$ cat src/hdl/twtl_ram.sv
// Generic single-port-write, single-port-read RAM with registered read.
// No dependencies.
module twtl_ram #(
    parameter int WIDTH = 32,
    parameter int DEPTH = 64
) (
    input  logic                     clk,
    input  logic                     we,
    input  logic [$clog2(DEPTH)-1:0] waddr,
    input  logic [WIDTH-1:0]         wdata,
    input  logic [$clog2(DEPTH)-1:0] raddr,
    output logic [WIDTH-1:0]         rdata
);
    logic [WIDTH-1:0] mem [DEPTH];

    always_ff @(posedge clk)
    begin
        if (we) mem[waddr] <= wdata;
        rdata <= mem[raddr];
    end
endmodule

$ cat config.mk
export PLATFORM = sky130hd
export DESIGN_NAME = twtl_ram
export DESIGN_NICKNAME = d
export VERILOG_FILES = /design/src/hdl/twtl_ram.sv
export SDC_FILE = /design/constraint.sdc
export NUM_CORES = 2
export LEC_CHECK = 0
export BUFFER_PORTS_ARGS = -buffer_cell sky130_fd_sc_hd__buf_4
export CAP_MARGIN = 20
export CORE_MARGIN = 4
export CORE_UTILIZATION = 40
export CTS_CLUSTER_SIZE = 30
export DETAILED_ROUTE_END_ITERATION = 8
export GPL_ROUTABILITY_DRIVEN = 0
export SLEW_MARGIN = 20
export SYNTH_ARGS = -nofsm -noshare
export SYNTH_HDL_FRONTEND = slang
export SYNTH_SLANG_ARGS = --single-unit
$ cat constraint.sdc
create_clock -name clk -period 3.9 [get_ports clk]
set_input_delay 0.585 -clock clk [delete_from_list [all_inputs] [get_ports clk]]
set_output_delay 0.585 -clock clk [all_outputs]
set_load 0.1 [all_outputs]
# [Yosys cells after proc, flatten, opt, wreduce, memory -nomap -nowiden]
# Memory sizes are Yosys's and may differ from the RTL's. A register that Yosys moved wholly into a read port is not among the register bits.
# Cells that the tools add are included.
[word_totals] register_bits=0 latch_bits=0 ramBits=2048 mem_bits_ro=0 input_bits=46 out_inout_bits=32 wordCells=3 n_memories=1
[memory_table] name="mem" depth=64 width=32 read_ports=1 rd_ports_with_merged_regs=1 wr=1 line_no="14" rtl="logic [WIDTH-1:0] mem [DEPTH];"
[op_classes] add_sub_neg=0 multipliers=0 div=0 magnitude_cmp=0 eq_ne=0 shifts=0 n_mux=2 bitwise=0 n_reduce_logical=0
[ops] cell="$mux W1" count=2

# [Longest topological paths before layout]
[depth] depth_word=2 mapped_depth=10 mapped_depth_nobuf=5

# [Least setup slack after synthesis]
# Ideal clock, no wire load.
[synth_timing] path_type="input to register" from="input waddr[3]" to="memory mem[48][0] (enable)" setup_ns=0.461 arrival_time_ns=3.284 required_time_ns=3.439 setup_slack_ns=0.155 cell_stages=4 n_path_buf=1 cell_sequence="clkbuf_1 > nor2b_1 > nand4b_1 > nor3_1"
[synth_lines] element="start, declared" line_no="9" rtl="input logic [$clog2(DEPTH)-1:0] waddr,"
[synth_lines] element="end, declared" line_no="14"
# No word-level cell before the write port.

==> results.toml <==
[timing]
holdWs_ns = 0.177
hold_viol_final = 0
tns_ns = 0
fin_worst_skew_ns = 0.0390
tightest_slew_ns = 1.03
setup_slack_ns = 1.16
fin_crit_sh_pct = 70.3
period_needed_ns = 2.74
max_freq_mhz = 365
setup_violations = 0
slew_violations = 0
slew_headroom_pct = 31.2
rsz0062_at_grt = "false"

[critical_path]
cp_slowest_stage_delay_ns = 0.51
endpoint = "rdata[25]"
cpMaxStageDelayCell = "o22ai_1"
critPathTopFamily = "buffers and inverters"
end_kind = "register"
worstPathBufferInverterCount = 3
crit_fanout = 42
r2r_start = "mem[19][1]"
worstPathArrival_ns = 3.40
worstPathRequired_ns = 4.56
worstReg2RegEnd = "rdata[1]"
critPathKind = "primary input to register"
worstSetupStartpointType = "primary input"
path_cells = "buf_8 > buf_12 > buf_4 > mux4_2 > mux4_2 > o22ai_1 > nor2_1"
path_depth = 7
cp_common_cell = "mux4_2"
rrSetupSlack_ns = 1.62
reg2reg_depth = 4
crit_start = "raddr[1]"

[synthesis]
synth.avg_cell_area_sq_um = 23.6
async_flop_share_pct = 0
synthFlopType = "edfxtp_1"
ys_warn_count = 0
synthCells = 3324
synth_common_cells = "edfxtp_1 (2048), mux4_2 (544), nor2_1 (137)"
yosysTopAreaCell = "edfxtp_1"
synth_edf_count = 2048
netlist_area_sq_mm = 0.0785
ys_top_cells_by_area = "edfxtp_1 (78%), mux4_2 (16%), mux2i_1 (1.2%)"
synth.ff_latch_count = 2080
yosys.area.top_type_share_pct = 78.3
ys_types = 34
synth_fp_nets = 3370
synth_most_common_cell = "edfxtp_1"
ys_seq_area_share_pct = 79.1

[clock_tree]
post_cts_resized = 0
post_cts_buffers = 0
cts.clk_slew.worst_paths_ns = 0.06
ctsHoldBuffers = 0
cts_num_sinks = 2080
clkLatencyLatePin_ns = 0.84
h-tree-depth = 4
cts-root-buf = "clkbuf_16"
cts_made_buffers = 203
cts_tree = "built"
cts_buffer_depth = 3

[grt]
grt_pass1_vias = 37600
grt_usage_pct = 20.0
grt_max_degree = 65
grt_pass1_wl_microns = 288000
gr-total-overflow = 0
antenna_found_initial = 8

[floorplanning]
dieWidth_microns = 451
std_cell_rows = 162
initial_core_util_pct = 40.3
io_pins = 78
core-area_sq_mm = 0.195
dieArea_sq_mm = 0.203
die_h_microns = 451

[pwr]
p_leak_nw = 28.2
seq_power_share_pct = 53.5
power.density_mw_per_mm2 = 512
combPwrFrac_pct = 5.8
switchingPower_mw = 10.2
clockPowerShare_pct = 40.7
switching_share_pct = 22.0
vdd_ir_drop_max_mv = 0.468
power_mw = 46.4
p_int_mw = 36.2

[routing]
avgViaCountPerCell = 5.79
dr.first_iter.drc_count = 3837
drt-pass1-iter-count = 5
vias = 37300
detail-route-antenna-nets = 0
drt-total-wl_microns = 204000
wl_per_cell_microns = 31.6
drc = 0

[final_layout]
drive_gt1_share_pct = 31.0
syn_to_final_growth_pct = 15.6
final_nets = 3676
multi_input_area_sq_mm = 0.0160
fillers = 16000
stdcell_count = 6438
seq_area_sq_mm = 0.0621

[min_path]
hold_class = "primary input to register"

[place]
pre_cts_ws_ns = 0.188
post-place-cells = 6049
hpwl_microns = 114000
port_buffers = 77

[status]
status = "finished clean"

[run]
max_cap_violations = 0
==> cell families after synthesis <==
| kind of cell | share of synthesized area [%] |
|---|---|
| mux | 16.8 |
| buf+inv | 1.13 |
| simple gates | 1.27 |
| compound gates | 1.67 |
| flops | 79.1 |
==> metrics by stage <==
step | cell area [sq um] | util [%]
3_3_place_gp | 84300 | 43.2
3_5_place_dp | 84300 | 43.2
4_1_cts | 90800 | 46.5
6_report | 90800 | 46.6
2_1_floorplan | 78500 | -
5_1_grt | 90800 | 46.5
==> area by class of cell <==
cell class / instances / area share [%]
clock inverter: 102 / 0.961
multi-input combinational: 1062 / 17.6
sequential: 2080 / 68.5
tap: 2624 / 3.62
timing repair buffer: 283 / 3.22
antenna: 8 / 0.0221
clock buffer: 279 / 6.13
==> registers in the layout, indices dropped and copies added (netlist names) <==
signal,flops
rdata,32
mem,2048
==> cell usage in the layout (no fill, tap or decap), types with 4 or more instances in the layout <==
cell type and instances:
a21oi_1 62, a22oi_1 12, a311oi_1 8, a41o_1 4, and3_1 4, buf_12 62
buf_4 217, bufinv_16 8, clkbuf_1 58, clkbuf_16 205, clkbuf_8 16, clkinv_1 41
clkinv_16 5, clkinv_2 37, dfxtp_1 32, diode_2 8, edfxtp_1 2048, inv_6 4
mux2i_1 93, mux4_2 544, nand2_1 26, nand2b_1 7, nand3_1 5, nand3b_1 5
nor2_1 75, nor2_4 62, nor2b_1 15, nor3_1 5, o221ai_1 27, o22ai_1 84
o32ai_1 4
==> worst register-to-register path, stage by stage (launching register included) <==
cell and delay (ns):
edfxtp_1 0.37, mux4_2 0.49, mux4_2 0.48, o22ai_1 0.56, nor2_1 0.21
==> worst min-delay path by stage <==
stage | start | to | slack [ns] | cells after the start
CTS | raddr[4] | rdata[12] | 0.10 | 3
floorplan | mem[12][17] | rdata[17] | 0.66 | 4
detailed placement | mem[28][8] | rdata[8] | 0.74 | 4
global route | raddr[4] | rdata[12] | 0.18 | 3
global placement | mem[28][8] | rdata[8] | 0.73 | 4
finish | raddr[4] | rdata[12] | 0.18 | 3
==> power groups by stage <==
stage / sequential [mW] / combinational (mW) / clock [mW]
final: 24.9 / 2.70 / 18.9
after global routing: 24.9 / 2.85 / 20.2
after CTS: 24.9 / 2.74 / 19.2
after detailed placement: 25.3 / 2.74 / 0
after global placement: 25.3 / 2.71 / 0
after floorplan: 25.6 / 1.20 / 0
==> per-layer routing <==
layer  part of all wire, %  wire length (microns)  up-vias  track usage, %
met3                   8.1                  16500      319            3.81
met2                    48                  97200     1638            31.3
met4                   3.2                   6450        2            6.71
met1                    41                  83600    20400            28.4
met5                0.0054                     11        -               0
li1                      -                      -    14900               -
Power figures use the tool's default switching activity.
