### src/hdl/twtl_div.sv
// Restoring divider, one quotient bit per cycle, for the symbol mean.
// Depends on nothing; 64-bit dividend over a count divisor.
module twtl_div #(
    parameter int NW = 64,
    parameter int DW = 13
) (
    input  logic          clk,
    input  logic          rst_n,
    input  logic          start,
    input  logic [NW-1:0] dividend,
    input  logic [DW-1:0] divisor,
    output logic          busy,
    output logic [NW-1:0] quotient
);
    localparam int CW = $clog2(NW + 1);
    logic [NW-1:0] quo_reg;
    logic [DW:0]   rem_reg;
    logic [DW-1:0] dvs_reg;
    logic [CW-1:0] cnt_reg;
    logic          busy_reg;
    logic [DW:0]   trial;

    assign trial = {rem_reg[DW-1:0], quo_reg[NW-1]};

    always_ff @(posedge clk or negedge rst_n)
    begin
        if (!rst_n)
        begin
            busy_reg <= 1'b0;
            cnt_reg  <= '0;
        end
        else if (start)
        begin
            busy_reg <= 1'b1;
            cnt_reg  <= CW'(NW);
            quo_reg  <= dividend;
            rem_reg  <= '0;
            dvs_reg  <= divisor;
        end
        else if (busy_reg)
        begin
            // shift one dividend bit in, subtract when it fits
            if (trial >= {1'b0, dvs_reg})
            begin
                rem_reg <= trial - {1'b0, dvs_reg};
                quo_reg <= {quo_reg[NW-2:0], 1'b1};
            end
            else
            begin
                rem_reg <= trial;
                quo_reg <= {quo_reg[NW-2:0], 1'b0};
            end
            cnt_reg <= cnt_reg - 1'b1;
            if (cnt_reg == CW'(1)) busy_reg <= 1'b0;
        end
    end

    assign busy     = busy_reg;
    assign quotient = quo_reg;
endmodule

### config.mk
export PLATFORM = sky130hd
export DESIGN_NAME = twtl_div
export DESIGN_NICKNAME = d
export VERILOG_FILES = /design/src/hdl/twtl_div.sv
export SDC_FILE = /design/constraint.sdc
export NUM_CORES = 1
export LEC_CHECK = 0
export CORE_MARGIN = 2
export CORE_UTILIZATION = 40
export CTS_CLUSTER_DIAMETER = 40
export DETAILED_ROUTE_END_ITERATION = 7
export DONT_BUFFER_PORTS = 1
export PLACE_DENSITY_LB_ADDON = 0.2
export SETUP_SLACK_MARGIN = 0.1
export SYNTH_ARGS = -nofsm -noshare
export SYNTH_HDL_FRONTEND = slang
export SYNTH_SLANG_ARGS = --single-unit
### constraint.sdc
create_clock -name clk -period 4.9 [get_ports clk]
set_clock_uncertainty 0.1 [all_clocks]
set_input_delay 0.98 -clock clk [delete_from_list [all_inputs] [get_ports clk]]
set_output_delay 0.98 -clock clk [all_outputs]
set_load 0.01 [all_outputs]
-- Yosys cells after proc, flatten, opt, wreduce, memory -nomap -nowiden
Index checks and enable logic that the tools add are counted.
W data, S select, Z words.
- add/sub/neg operators: 2
- multiply operators: 0
- div/mod/pow operators: 0
- magnitude comparators: 1
- eq/ne operators: 1
- shift-type cells: 0
- mux-type cells: 10
- bitwise logic cells: 0
- reductions and logical operators: 3
- operator list (kind ; number):
    $mux W64 ; 2
    $mux W14 ; 2
    $ge A14 B13 Y1 ; 1
    $mux W7 ; 2
    $sub A14 B13 Y14 ; 1
    $eq A7 B1 Y1 const B ; 1
    $sub A7 B1 Y7 const B ; 1
    $mux W1 ; 4
    $reduce_and A2 Y1 ; 2
    $reduce_bool A2 Y1 ; 1
- bits in registers: 99
- latch bits: 0
- memory bits (writable): 0
- bits in read-only memories: 0
- output and inout bits: 65
- memories kept: 0

-- Longest topological paths before layout
- depth after elaboration: 4
- gate-level depth with buffers: 9

-- Least setup slack after synthesis
No wires, ideal clock.
- path kind: input-to-reg
- start: input start
- end: register quo_reg[0] (netlist: quotient[0]) (enable)
- arrival time: 3.979 ns
- slack: 0.328 ns
- cell stages on the path: 3
- buffers on the path: 1
- path through: buf_6 -> nor2_1 -> nor2b_1
- word-level cells in the longest chain between the ends: 2
- ends and longest elaborated chain (item ; line ; RTL):
    from (decl) ; 9 ; input logic start,
    $reduce_bool A2 Y1 (no source line) ; - ;
    $reduce_and A2 Y1 (no source line) ; - ;
    to (signal assigned) ; 36 ; quo_reg <= dividend;
    to (signal assigned) ; 46 ; quo_reg <= {quo_reg[NW-2:0], 1'b1};
    to (signal assigned) ; 51 ; quo_reg <= {quo_reg[NW-2:0], 1'b0};
    to (decl) ; 16 ; logic [NW-1:0] quo_reg;
Every way passes these cells.
A chain may end at the register's enable or synchronous reset.

-- Worst setup path after layout
- start: register rem_reg[7]
- end: register rem_reg[1], data pin
- word-level cells in the longest chain between the ends: 3
- ends and longest elaborated chain (item ; line ; RTL):
    from (decl) ; 17 ; logic [DW:0] rem_reg;
    from (signal assigned) ; 45 ; rem_reg <= trial - {1'b0, dvs_reg};
    from (signal assigned) ; 50 ; rem_reg <= trial;
    $ge A14 B13 Y1 ; 43 ; if (trial >= {1'b0, dvs_reg})
    $mux W14 ; 43 ;
    $mux W14 ; 40 ; else if (busy_reg)
Every way passes these cells.

==> impl_metrics.tcl <==
set metrics [dict create \
    outcome "finished, final reports clean" \
    overflow 0 \
    firstDrtPassIters 4 \
    hold_path.class "in2async" \
    cts.repair.resized 0 \
    syn_inst 355 \
    synth_edf_count 90 \
    fin_ws_ns 1.87 \
    clock-root-buffer "clkbuf_16" \
    yosysSeqAreaShare_pct 59.1 \
    wl_um 9960 \
    maxCapViolCount 0 \
    synth_cell_type_count 51 \
    io_buffer_count 0 \
    p_total_mw 2.26 \
    peakVddDrop_mv 0.285 \
    antenna_cells 0 \
    core-area_mm2 0.0120 \
    syn_nets 451 \
    pwr-share-clk_pct 31.4 \
    cts_made_buffers 9 \
    preCtsSetupSlack_ns 1.88 \
    antenna_found_initial 0 \
    tightest_slew_ns 1.01 \
    dieArea_mm2 0.0132 \
    avgSynthCellArea_um2 13.8 \
    grt_max_degree 86 \
    max_slew_margin_pct 32.5 \
    grt_pass1_wl_um 15400 \
    critical_path_class "reg2reg" \
    postCtsSetupRepairBufs 0 \
    drive_above_1_share_pct 25.3 \
    yosysTopAreaCell "edfxtp_1" \
    syn_to_final_growth_pct 7.98 \
    fmax_mhz 330 \
    leakage_nw 1.95 \
    grt_pass1_vias 2943 \
    p_per_area_mw_per_mm2 426 \
    start_util_pct 40.9 \
    utilization_pct 44.1 \
    synth_top_area_share_pct 55.0 \
    cts_max_level 3 \
    synth_most_common_cell "edfxtp_1" \
    finalCritPeriodShare_pct 61.9 \
    netlist_top_cells_area "edfxtp_1, mux2_2, dfrtp_1" \
    setup_viol 0 \
    fp.dieH_um 115 \
    ys.warnings.count 0 \
    wire_per_inst_um 19.7 \
    clkLatencyLatePin_ns 0.35 \
    p_seq_share_pct 50.1 \
    sw_frac_of_total_pct 27.8 \
    final_antenna_net_count 0 \
    end_kind "flop" \
    synth-seq-cells 98 \
    viasPerCell 5.52 \
    finalCriticalPeriod_ns 3.03 \
    synthArstFlopShare_pct 8.16 \
    p_comb_share_pct 18.5 \
    required_ns 4.98 \
    ys.flop_type "edfxtp_1" \
    largest_register_ffs 64 \
    clock_sinks 98 \
    hold_violations 0 \
    start_kind "flop" \
    p_int_mw 1.63 \
    drc 0 \
    cp.arrival_ns 3.11 \
    dp_hpwl_um 6740 \
    clk_pin_slew_ns 0.07 \
    synth_common_cells "edfxtp_1, mux2_2, nand2_1, nor2_1, inv_1" \
    hold_buffers 0 \
    io_pins 145 \
    syn-cell-area_mm2 0.00491 \
    nets 451 \
    fin_setup_tns_ns 0 \
    cp_max_fo 13 \
    gp_congestion 0.790 \
    drv_slew 0 \
    drt_iter0_markers 143 \
    die_w_um 115 \
    cts_buffer_depth 2 \
    track_usage_pct 15.5 \
    vias 2792 \
    rsz0062_at_grt "no" \
    rows 40 \
    tritoncts "yes" \
    power_switching_uw 627 \
]
[power groups by stage]
stage	combinational [mW]	clock, mW	sequential (mW)
final	0.418	0.709	1.13
after global routing	0.473	0.760	1.15
after CTS	0.422	0.733	1.13
after detailed placement	0.420	0	1.15
after global placement	0.413	0	1.15
after floorplan	0.369	0	1.13
[through the flow]
stage | instance area [um^2] | hold slack, ns | cells
6_report | 5300 | 0.224 | 506
4_1_cts | 5300 | 0.206 | 506
5_1_grt | 5300 | 0.202 | 506
3_3_place_gp | 5010 | 0.392 | 491
2_1_floorplan | 4910 | 0.373 | 355
3_5_place_dp | 5010 | 0.398 | 491
[worst paths after layout]
check                            from         end  slack, ns  cells past startpoint
hold / removal                  rst_n  cnt_reg[0]       0.22                      0
max in group asynchronous       rst_n  cnt_reg[3]       4.40                      0
setup / recovery           rem_reg[7]  rem_reg[1]       1.87                      7
hold reg to reg            cnt_reg[6]  cnt_reg[6]       0.42                      2
min in group clk           cnt_reg[6]  cnt_reg[6]       0.42                      2
setup reg to reg           rem_reg[7]  rem_reg[1]       1.87                      7
[cell type report]
class                           count  area, um^2
Clock buffer                        9         225
Clock inverter                      6        63.8
Timing Repair Buffer                3        22.5
Tap cell                          147         184
Multi-Input combinational cell    223        1830
Sequential cell                    98        2900
Inverter                           20        75.1
Fill cell                        1115        6710
[worst max-delay path, stage by stage, from the launching register on]
cell,delay [ns]
edfxtp_1,0.41
ha_1,0.39
and4_1,0.26
a211o_1,0.32
a41o_1,0.29
nor2_2,0.49
mux2_2,0.40
a211oi_1,0.22
[cells in the final DEF (no fill, tap or decap), types with 2 or more instances in the layout]
| master | instances |
|---|---|
| dfrtp_1 | 8 |
| inv_1 | 20 |
| nor2_1 | 21 |
| edfxtp_1 | 90 |
| o211ai_1 | 2 |
| a311oi_1 | 8 |
| buf_4 | 3 |
| o21ai_0 | 9 |
| a211oi_1 | 2 |
| nand3b_1 | 2 |
| ha_1 | 15 |
| nor4_1 | 2 |
| nand2b_1 | 2 |
| nand3_1 | 5 |
| o211ai_2 | 2 |
| clkbuf_16 | 9 |
| or3_1 | 3 |
| mux2_2 | 65 |
| a21oi_1 | 10 |
| nor3_1 | 8 |
| nor3b_1 | 4 |
| a21o_1 | 5 |
| nand2_1 | 22 |
| xnor2_1 | 6 |
| nor2b_1 | 2 |
| inv_6 | 2 |
| xor2_1 | 5 |
[per-layer routing]
layer / global-route usage, % / up-vias / share of wire (%)
met1: 18.7 / 1333 / 42
met4: 6.27 / 0 / 1.7
li1: - / 1339 / -
met5: 0 / - / 0
met3: 7.12 / 14 / 8.7
met2: 24.2 / 106 / 47
[kinds of logic after synthesis]
| group | count (synthesis) | synth area share (%) |
|---|---|---|
| simple gates | 80 | 8.10 |
| fa+ha+maj | 16 | 4.23 |
| buf+inv | 34 | 3.80 |
| compound gates | 51 | 7.88 |
| flops | 98 | 59.1 |
| xor+xnor | 11 | 1.96 |
| mux | 65 | 14.9 |
Note: power is estimated with default switching activity, not from simulation.
